File: src/rtl/pat_pkg.sv
package pat_pkg;

   localparam int TABLE_ENTRIES_DEF = 16;

   localparam logic KIND_PREPARE = 1'b0;
   localparam logic KIND_ACCEPT  = 1'b1;

   localparam logic [1:0] STATUS_OK     = 2'd0;
   localparam logic [1:0] STATUS_REJECT = 2'd1;
   localparam logic [1:0] STATUS_FULL   = 2'd2;

   typedef struct packed {
      logic        kind;
      logic [63:0] instance_id;
      logic [63:0] ballot;
      logic [63:0] value_hash;
   } req_type;

   typedef struct packed {
      logic [63:0] out_instance;
      logic [63:0] out_ballot;
      logic [63:0] promised_ballot;
      logic [63:0] accepted_ballot;
      logic [63:0] accepted_hash;
      logic [1:0]  status;
   } rsp_type;

   // One row of the acceptor table, held in a single RAM word.
   typedef struct packed {
      logic [63:0] key;
      logic [63:0] promise;
      logic        has_accepted;
      logic [63:0] acc_ballot;
      logic [63:0] acc_hash;
   } entry_type;

   typedef struct packed {
      logic load;
      logic scan;
      logic decide;
   } cmd_type;

   typedef struct packed {
      logic fill_zero;
      logic scan_hit;
      logic scan_last;
   } sts_type;

endpackage

File: src/rtl/pat_ram.sv
module pat_ram #(
   parameter int WIDTH = 8,
   parameter int DEPTH = 16,
   localparam int AW = (DEPTH > 1) ? $clog2(DEPTH) : 1
) (
   input  logic             clock,
   input  logic             wr_en,
   input  logic [AW-1:0]    wr_addr,
   input  logic [WIDTH-1:0] wr_data,
   input  logic             rd_en,
   input  logic [AW-1:0]    rd_addr,
   output logic [WIDTH-1:0] rd_data
);

   logic [WIDTH-1:0] mem_ff [DEPTH];
   logic [WIDTH-1:0] rd_data_ff;

   always_ff @(posedge clock) begin
      if (wr_en) begin
         mem_ff[wr_addr] <= wr_data;
      end
      if (rd_en) begin
         rd_data_ff <= mem_ff[rd_addr];
      end
   end

   assign rd_data = rd_data_ff;

endmodule

File: src/rtl/pat_datapath.sv
module pat_datapath #(
   parameter int TABLE_ENTRIES = pat_pkg::TABLE_ENTRIES_DEF
) (
   input  logic             clock,
   input  logic             reset,
   input  pat_pkg::req_type req_data,
   input  pat_pkg::cmd_type cmd,
   output pat_pkg::sts_type sts,
   output pat_pkg::rsp_type rsp_data
);

   localparam int IW = (TABLE_ENTRIES > 1) ? $clog2(TABLE_ENTRIES) : 1;
   localparam int CW = $clog2(TABLE_ENTRIES + 1);
   localparam int EW = $bits(pat_pkg::entry_type);

   pat_pkg::req_type   req_ff;
   pat_pkg::rsp_type   rsp_ff;
   pat_pkg::rsp_type   rsp_in;
   pat_pkg::entry_type entry_ff;
   pat_pkg::entry_type rd_entry;
   pat_pkg::entry_type wr_entry;

   logic [CW-1:0] fill_ff;
   logic [CW-1:0] addr_ff;
   logic          cmp_valid_ff;
   logic [IW-1:0] cmp_idx_ff;
   logic          found_ff;
   logic [IW-1:0] slot_ff;

   logic          issue;
   logic          rd_en;
   logic          wr_en;
   logic [IW-1:0] wr_addr;
   logic [EW-1:0] rd_word;

   logic [63:0]   promise;
   logic          have_prior;
   logic [63:0]   prior_ballot;
   logic [63:0]   prior_hash;
   logic          is_accept;
   logic          grant;
   logic          need_claim;
   logic          full;

   // Entries are claimed lowest index first and never freed, so the valid
   // entries are exactly those below the fill count.
   assign issue   = addr_ff < fill_ff;
   assign rd_en   = cmd.scan && issue;
   assign rd_entry = pat_pkg::entry_type'(rd_word);

   assign sts.fill_zero = (fill_ff == '0);
   assign sts.scan_hit  = cmp_valid_ff && (rd_entry.key == req_ff.instance_id);
   assign sts.scan_last = cmp_valid_ff && ((CW'(cmp_idx_ff) + CW'(1)) == fill_ff);

   always_comb begin
      promise      = found_ff ? entry_ff.promise : 64'd0;
      have_prior   = found_ff && (promise != 64'd0) && entry_ff.has_accepted;
      prior_ballot = have_prior ? entry_ff.acc_ballot : 64'd0;
      prior_hash   = have_prior ? entry_ff.acc_hash : 64'd0;
      is_accept    = (req_ff.kind == pat_pkg::KIND_ACCEPT);
      grant        = is_accept ? (promise <= req_ff.ballot) : (promise < req_ff.ballot);
      need_claim   = grant && !found_ff;
      full         = need_claim && (fill_ff == CW'(TABLE_ENTRIES));

      rsp_in.out_instance = req_ff.instance_id;
      rsp_in.out_ballot   = req_ff.ballot;
      if (full) begin
         rsp_in.promised_ballot = 64'd0;
         rsp_in.accepted_ballot = 64'd0;
         rsp_in.accepted_hash   = 64'd0;
         rsp_in.status          = pat_pkg::STATUS_FULL;
      end else begin
         rsp_in.promised_ballot = (is_accept || grant) ? req_ff.ballot : promise;
         rsp_in.accepted_ballot = is_accept ? req_ff.ballot : prior_ballot;
         rsp_in.accepted_hash   = prior_hash;
         rsp_in.status          = grant ? pat_pkg::STATUS_OK : pat_pkg::STATUS_REJECT;
      end

      // A freshly claimed row starts with nothing accepted unless the claiming request is an accept.
      wr_en                 = cmd.decide && grant && !full;
      wr_addr               = found_ff ? slot_ff : fill_ff[IW-1:0];
      wr_entry.key          = req_ff.instance_id;
      wr_entry.promise      = req_ff.ballot;
      wr_entry.has_accepted = is_accept || (found_ff && entry_ff.has_accepted);
      wr_entry.acc_ballot   = is_accept ? req_ff.ballot
                                        : (found_ff ? entry_ff.acc_ballot : 64'd0);
      wr_entry.acc_hash     = is_accept ? req_ff.value_hash
                                        : (found_ff ? entry_ff.acc_hash : 64'd0);
   end

   pat_ram #(
      .WIDTH (EW),
      .DEPTH (TABLE_ENTRIES)
   ) u_ram (
      .clock   (clock),
      .wr_en   (wr_en),
      .wr_addr (wr_addr),
      .wr_data (EW'(wr_entry)),
      .rd_en   (rd_en),
      .rd_addr (addr_ff[IW-1:0]),
      .rd_data (rd_word)
   );

   always_ff @(posedge clock) begin
      if (reset) begin
         fill_ff      <= '0;
         addr_ff      <= '0;
         cmp_valid_ff <= 1'b0;
         found_ff     <= 1'b0;
      end else begin
         if (cmd.load) begin
            addr_ff      <= '0;
            cmp_valid_ff <= 1'b0;
            found_ff     <= 1'b0;
         end else if (cmd.scan) begin
            if (issue) begin
               addr_ff <= addr_ff + CW'(1);
            end
            cmp_valid_ff <= issue;
            if (sts.scan_hit) begin
               found_ff <= 1'b1;
            end
         end
         if (wr_en && need_claim) begin
            fill_ff <= fill_ff + CW'(1);
         end
      end
   end

   always_ff @(posedge clock) begin
      if (cmd.load) begin
         req_ff <= req_data;
      end
      if (cmd.scan) begin
         cmp_idx_ff <= addr_ff[IW-1:0];
         if (sts.scan_hit) begin
            slot_ff  <= cmp_idx_ff;
            entry_ff <= rd_entry;
         end
      end
      if (cmd.decide) begin
         rsp_ff <= rsp_in;
      end
   end

   assign rsp_data = rsp_ff;

endmodule

File: src/rtl/pat_ctrl.sv
module pat_ctrl (
   input  logic             clock,
   input  logic             reset,
   input  logic             req_valid,
   output logic             req_stall,
   output logic             rsp_valid,
   input  logic             rsp_stall,
   input  pat_pkg::sts_type sts,
   output pat_pkg::cmd_type cmd
);

   typedef enum logic [3:0] {
      ST_IDLE   = 4'b0001,
      ST_SCAN   = 4'b0010,
      ST_DECIDE = 4'b0100,
      ST_RESP   = 4'b1000
   } state_type;

   state_type state_ff;
   state_type state_in;

   always_comb begin
      state_in   = state_ff;
      cmd        = '0;
      req_stall  = 1'b1;
      rsp_valid  = 1'b0;
      unique case (state_ff)
         ST_IDLE: begin
            req_stall = 1'b0;
            if (req_valid) begin
               cmd.load = 1'b1;
               state_in = sts.fill_zero ? ST_DECIDE : ST_SCAN;
            end
         end
         ST_SCAN: begin
            cmd.scan = 1'b1;
            if (sts.scan_hit || sts.scan_last) begin
               state_in = ST_DECIDE;
            end
         end
         ST_DECIDE: begin
            cmd.decide = 1'b1;
            state_in   = ST_RESP;
         end
         ST_RESP: begin
            rsp_valid = 1'b1;
            if (!rsp_stall) begin
               state_in = ST_IDLE;
            end
         end
         default: begin
            state_in = ST_IDLE;
         end
      endcase
   end

   always_ff @(posedge clock) begin
      if (reset) begin
         state_ff <= ST_IDLE;
      end else begin
         state_ff <= state_in;
      end
   end

endmodule

File: src/rtl/paxos_acceptor_table.sv
// Flow, without result stalls: a word accepted with the table empty goes straight to the decide
// step; otherwise the key scan runs first, one RAM read per entry in use, ending at a key match
// or at the last entry in use. The result is then registered and held until it is taken.
// Throughput: one word at a time; the next word is taken the cycle after the result leaves.
// Reset is synchronous and active high; it empties the table and idles the controller.
module paxos_acceptor_table #(
   parameter int TABLE_ENTRIES = pat_pkg::TABLE_ENTRIES_DEF
) (
   input  logic             clock,
   input  logic             reset,
   input  logic             req_valid,
   output logic             req_stall,
   input  pat_pkg::req_type req_data,
   output logic             rsp_valid,
   input  logic             rsp_stall,
   output pat_pkg::rsp_type rsp_data
);

   pat_pkg::cmd_type cmd;
   pat_pkg::sts_type sts;

   pat_ctrl u_ctrl (
      .clock     (clock),
      .reset     (reset),
      .req_valid (req_valid),
      .req_stall (req_stall),
      .rsp_valid (rsp_valid),
      .rsp_stall (rsp_stall),
      .sts       (sts),
      .cmd       (cmd)
   );

   pat_datapath #(
      .TABLE_ENTRIES (TABLE_ENTRIES)
   ) u_datapath (
      .clock    (clock),
      .reset    (reset),
      .req_data (req_data),
      .cmd      (cmd),
      .sts      (sts),
      .rsp_data (rsp_data)
   );

endmodule

File: config.mk
export PLATFORM = sky130hd
export DESIGN_NAME = paxos_acceptor_table
export DESIGN_NICKNAME = d
export VERILOG_FILES = /design/src/rtl/pat_pkg.sv /design/src/rtl/pat_ram.sv /design/src/rtl/pat_datapath.sv /design/src/rtl/pat_ctrl.sv /design/src/rtl/paxos_acceptor_table.sv
export SDC_FILE = /design/constraint.sdc
export NUM_CORES = 2
export LEC_CHECK = 0
export BUFFER_PORTS_ARGS = -buffer_cell sky130_fd_sc_hd__buf_2
export CORE_ASPECT_RATIO = 1.1
export CORE_UTILIZATION = 55
export CTS_BUF_LIST = sky130_fd_sc_hd__clkbuf_4 sky130_fd_sc_hd__clkbuf_8
export DETAILED_ROUTE_END_ITERATION = 10
export PLACE_DENSITY = 0.72
export SYNTH_ARGS = -nofsm -noshare
export SYNTH_HDL_FRONTEND = slang
export SYNTH_MEMORY_MAX_BITS = 65536
export SYNTH_SLANG_ARGS = --single-unit
export TNS_END_PERCENT = 1
File: constraint.sdc
create_clock -name clock -period 85.4 [get_ports clock]
set_clock_uncertainty 0.05 [all_clocks]
set_input_delay 4.27 -clock clock [delete_from_list [all_inputs] [get_ports clock]]
set_output_delay 4.27 -clock clock [all_outputs]
set_load 0.01 [all_outputs]
==> results.json <==
{
  "multiInputGateArea_sq_um": 35770,
  "drtAntennaViolNets": 0,
  "yosysSeqAreaShare": 0.8034,
  "dp_slack_ns": 76.97,
  "setup_tns_ns": 0,
  "numCtsBuffers": 751,
  "synth_cells": 7905,
  "synth_cell_types": 63,
  "ys_warn_count": 0,
  "die_h_um": 619.2,
  "ys_seq_elements": 5101,
  "fp.dieArea_sq_um": 348600,
  "grt_overflow": 0,
  "synth_top_family_by_area": "multiplexers",
  "finalWorstSetupSlack_ns": 76.94,
  "instances_no_fill": 14230,
  "synthXorXnorAreaFrac": 0.002437,
  "outcome": "completed",
  "utilization": 0.6226,
  "synthesis.area_sq_um": 190500,
  "p_per_area_nw_per_um2": 24.80,
  "synth_nets": 8174,
  "viasPerCell": 6.458,
  "cts-hold-fix-buffers": 0,
  "clock-sinks": 5101,
  "grt_pass1_wl_um": 671400,
  "antenna_found_initial": 48,
  "io-pin-count": 521,
  "yosys.area_share.adder": 0.004730,
  "synth-simple-area-share": 0.01469,
  "slew_headroom": 0.1765,
  "hp-class": "reg2reg",
  "h-tree-depth": 6,
  "track_usage": 0.2725,
  "gp_congestion": 0.8993,
  "setup.worst_path.end_class": "flip-flop",
  "finalSetupViolCount": 0,
  "rows": 226,
  "fin_area_sq_um": 214400,
  "ir_drop_mv": 0.01906,
  "place_area_sq_um": 199700,
  "clock_latency_ns": 1.23,
  "vias": 91900,
  "die_w_um": 563.1,
  "rsz0062_at_grt": "false",
  "critPathKind": "reg2reg",
  "cp.arrival_ns": 9.23,
  "power_mw": 5.317,
  "tightest_slew_ns": 1.231,
  "synth_edf_count": 5085,
  "nFillCells": 22629,
  "synth_top_flop_cell": "edfxtp_1",
  "p_leak_nw": 67.12,
  "wire_per_inst_um": 33.39,
  "grt_max_degree": 173,
  "finalWorstPathRequiredPeriod_ns": 8.464,
  "slew_violations": 0,
  "root_buffer": "clkbuf_8",
  "async_reset_ff_frac": 0,
  "dp_cells": 12868,
  "cap_violations": 0,
  "dp_hpwl_um": 263700,
  "muxShareOfSynthArea": 0.1522,
  "path_clk_slew_ns": 0.06,
  "drt-total-wl_um": 475100,
  "grt_pass1_vias": 92884,
  "avgSynthCellArea_sq_um": 24.09,
  "clock_path_buffers": 4,
  "start_util": 0.5530,
  "drt_iter0_drc": 12841,
  "layout-drive-gt1-share": 0.3374,
  "synth_compound_area_frac": 0.01278,
  "finalHoldWorstSlack_ns": 0.3559,
  "layout.nets": 9330,
  "hold_viol": 0,
  "cts_tree": "built",
  "start_kind": "flip-flop",
  "firstDrtPassIters": 6,
  "fin_crit_sh": 0.09911,
  "register_area_sq_um": 153000,
  "cts_setup_buffers": 0,
  "core_area_sq_um": 344400,
  "crit_required_ns": 86.16,
  "port_buffers": 520,
  "areaGrowthSynthToFinish_pct": 12.59,
  "max_freq_mhz": 118.1,
  "crit_path_max_fanout": 62,
  "drc": 0,
  "ctsResizeCount": 0
}
==> path summary, 6_finish.rpt <==
| kind | from | end | slack, ns | cells past startpoint |
|---|---|---|---|---|
| worst min-delay path | u_datapath.u_ram.rd_data[47]$_DFFE_PP_ | u_datapath.entry_ff[47]$_DFFE_PP_ | 0.36 | 0 |
| worst max register to register | u_datapath.found_ff$_SDFFE_PP0P_ | u_datapath.u_ram.mem_ff[3][44]$_DFFE_PP_ | 76.94 | 16 |
| worst max-delay path | u_datapath.found_ff$_SDFFE_PP0P_ | u_datapath.u_ram.mem_ff[3][44]$_DFFE_PP_ | 76.94 | 16 |
| worst min register to register | u_datapath.u_ram.rd_data[47]$_DFFE_PP_ | u_datapath.entry_ff[47]$_DFFE_PP_ | 0.36 | 0 |
==> kinds of logic after synthesis <==
group | count (synthesis)
multiplexers | 1290
XOR/XNOR | 53
flip-flops | 5101
buffers and inverters | 469
AND/OR/NAND/NOR | 567
AO/OA/AOI/OAI | 353
adder cells (fa/ha/maj) | 72
==> report_power, final <==
group          total (mW)  switching (mW)  internal, mW
registers            3.04          0.0841          2.96
logic               0.338           0.253        0.0847
clock network        1.94           0.931          1.00
==> metal layers <==
| metal | vias to the layer above | GRT usage | wire, um |
|---|---|---|---|
| met1 | 48916 | 0.3900 | 181900 |
| met5 | - | 0 | 221 |
| met2 | 6029 | 0.4202 | 223400 |
| li1 | 36086 | - | - |
| met3 | 833 | 0.07321 | 57220 |
| met4 | 36 | 0.07326 | 12460 |
==> synth_stat cells (8+ instances only) <==
| master | number | share of area |
|---|---|---|
| edfxtp_1 | 5085 | 0.80 |
| mux4_2 | 1285 | 0.15 |
| nand2_1 | 283 | 0.0056 |
| clkbuf_1 | 253 | 0.0050 |
| a22o_1 | 133 | 0.0061 |
| and2_1 | 128 | 0.0042 |
| a21oi_1 | 97 | 0.0025 |
| buf_1 | 93 | 0.0018 |
| inv_1 | 91 | 0.0018 |
| ha_1 | 72 | 0.0047 |
| o21ai_0 | 72 | 0.0019 |
| xor2_1 | 40 | 0.0018 |
| nor4_1 | 33 | 0.0011 |
| nor2_1 | 32 | 0.00063 |
| buf_2 | 22 | 0.00058 |
| nand4_1 | 21 | 0.00069 |
| nand3_1 | 17 | 0.00045 |
| dfxtp_1 | 16 | 0.0017 |
| xnor2_1 | 13 | 0.00060 |
| nor3_1 | 12 | 0.00032 |
| a21o_1 | 8 | 0.00032 |
| o22ai_1 | 8 | 0.00026 |
==> placed cells by master, fill, tap and decap left out, drive strengths merged, types with 4 or more instances in the layout <==
master    Yosys  layout
edfxtp     5085    5085
and2        128     128
a211oi        5       5
nor2         33      33
and3          4       4
inv          92     124
buf         124     780
nand3        17      17
o22ai         8       8
a221oi        5       5
nor4         34      34
a21oi        98      98
ha           72      72
dfxtp        16      16
nand2       283     283
nor2b         6       6
mux4       1285    1285
nand2b        6       6
nor4b         6       6
clkinvlp      0      12
diode         0      17
bufinv        0      21
nor3         12      12
a22o        133     133
clkbuf      253     990
a21o          8       8
xor2         40      40
o21ai        72      72
nand4        21      21
and4          4       4
xnor2        13      13
clkinv        0     290
==> critical path, stage by stage, from the launching register on <==
cell,delay (ns)
dfxtp_4,0.68
buf_4,0.67
buf_4,0.72
and2_1,0.29
ha_1,0.26
a21o_1,0.16
nand3_1,0.09
a21oi_1,0.07
a211oi_1,0.24
o221a_2,0.30
o311ai_2,0.20
a21bo_2,0.43
nand3b_1,0.48
nor2_4,0.88
buf_4,0.90
buf_4,0.70
buf_4,0.67
==> registers in the layout, indices dropped and copies added, names as in the netlist <==
name and flops:
u_datapath.addr_ff 5, u_datapath.cmp_valid_ff 1, u_datapath.u_ram.rd_data 257, u_datapath.fill_ff 5
u_datapath.req_ff 192, u_datapath.found_ff 1, u_ctrl.state_ff 4, u_datapath.u_ram.mem_ff 4112
u_datapath.slot_ff 4, u_datapath.entry_ff 193, u_datapath.cmp_idx_ff 4, u_datapath.is_accept 1
u_datapath.rsp_data 322
==> area by class of cell <==
type                       count  area share
sequential                  5101      0.7137
tap                         4560     0.02661
clock inverter               355     0.01151
antenna                       17   0.0001984
inverter                      92    0.001610
timing repair buffer         780     0.02252
clock buffer                 990     0.05706
multi-input combinational   2335      0.1668
(Power assumes the default switching activity.)
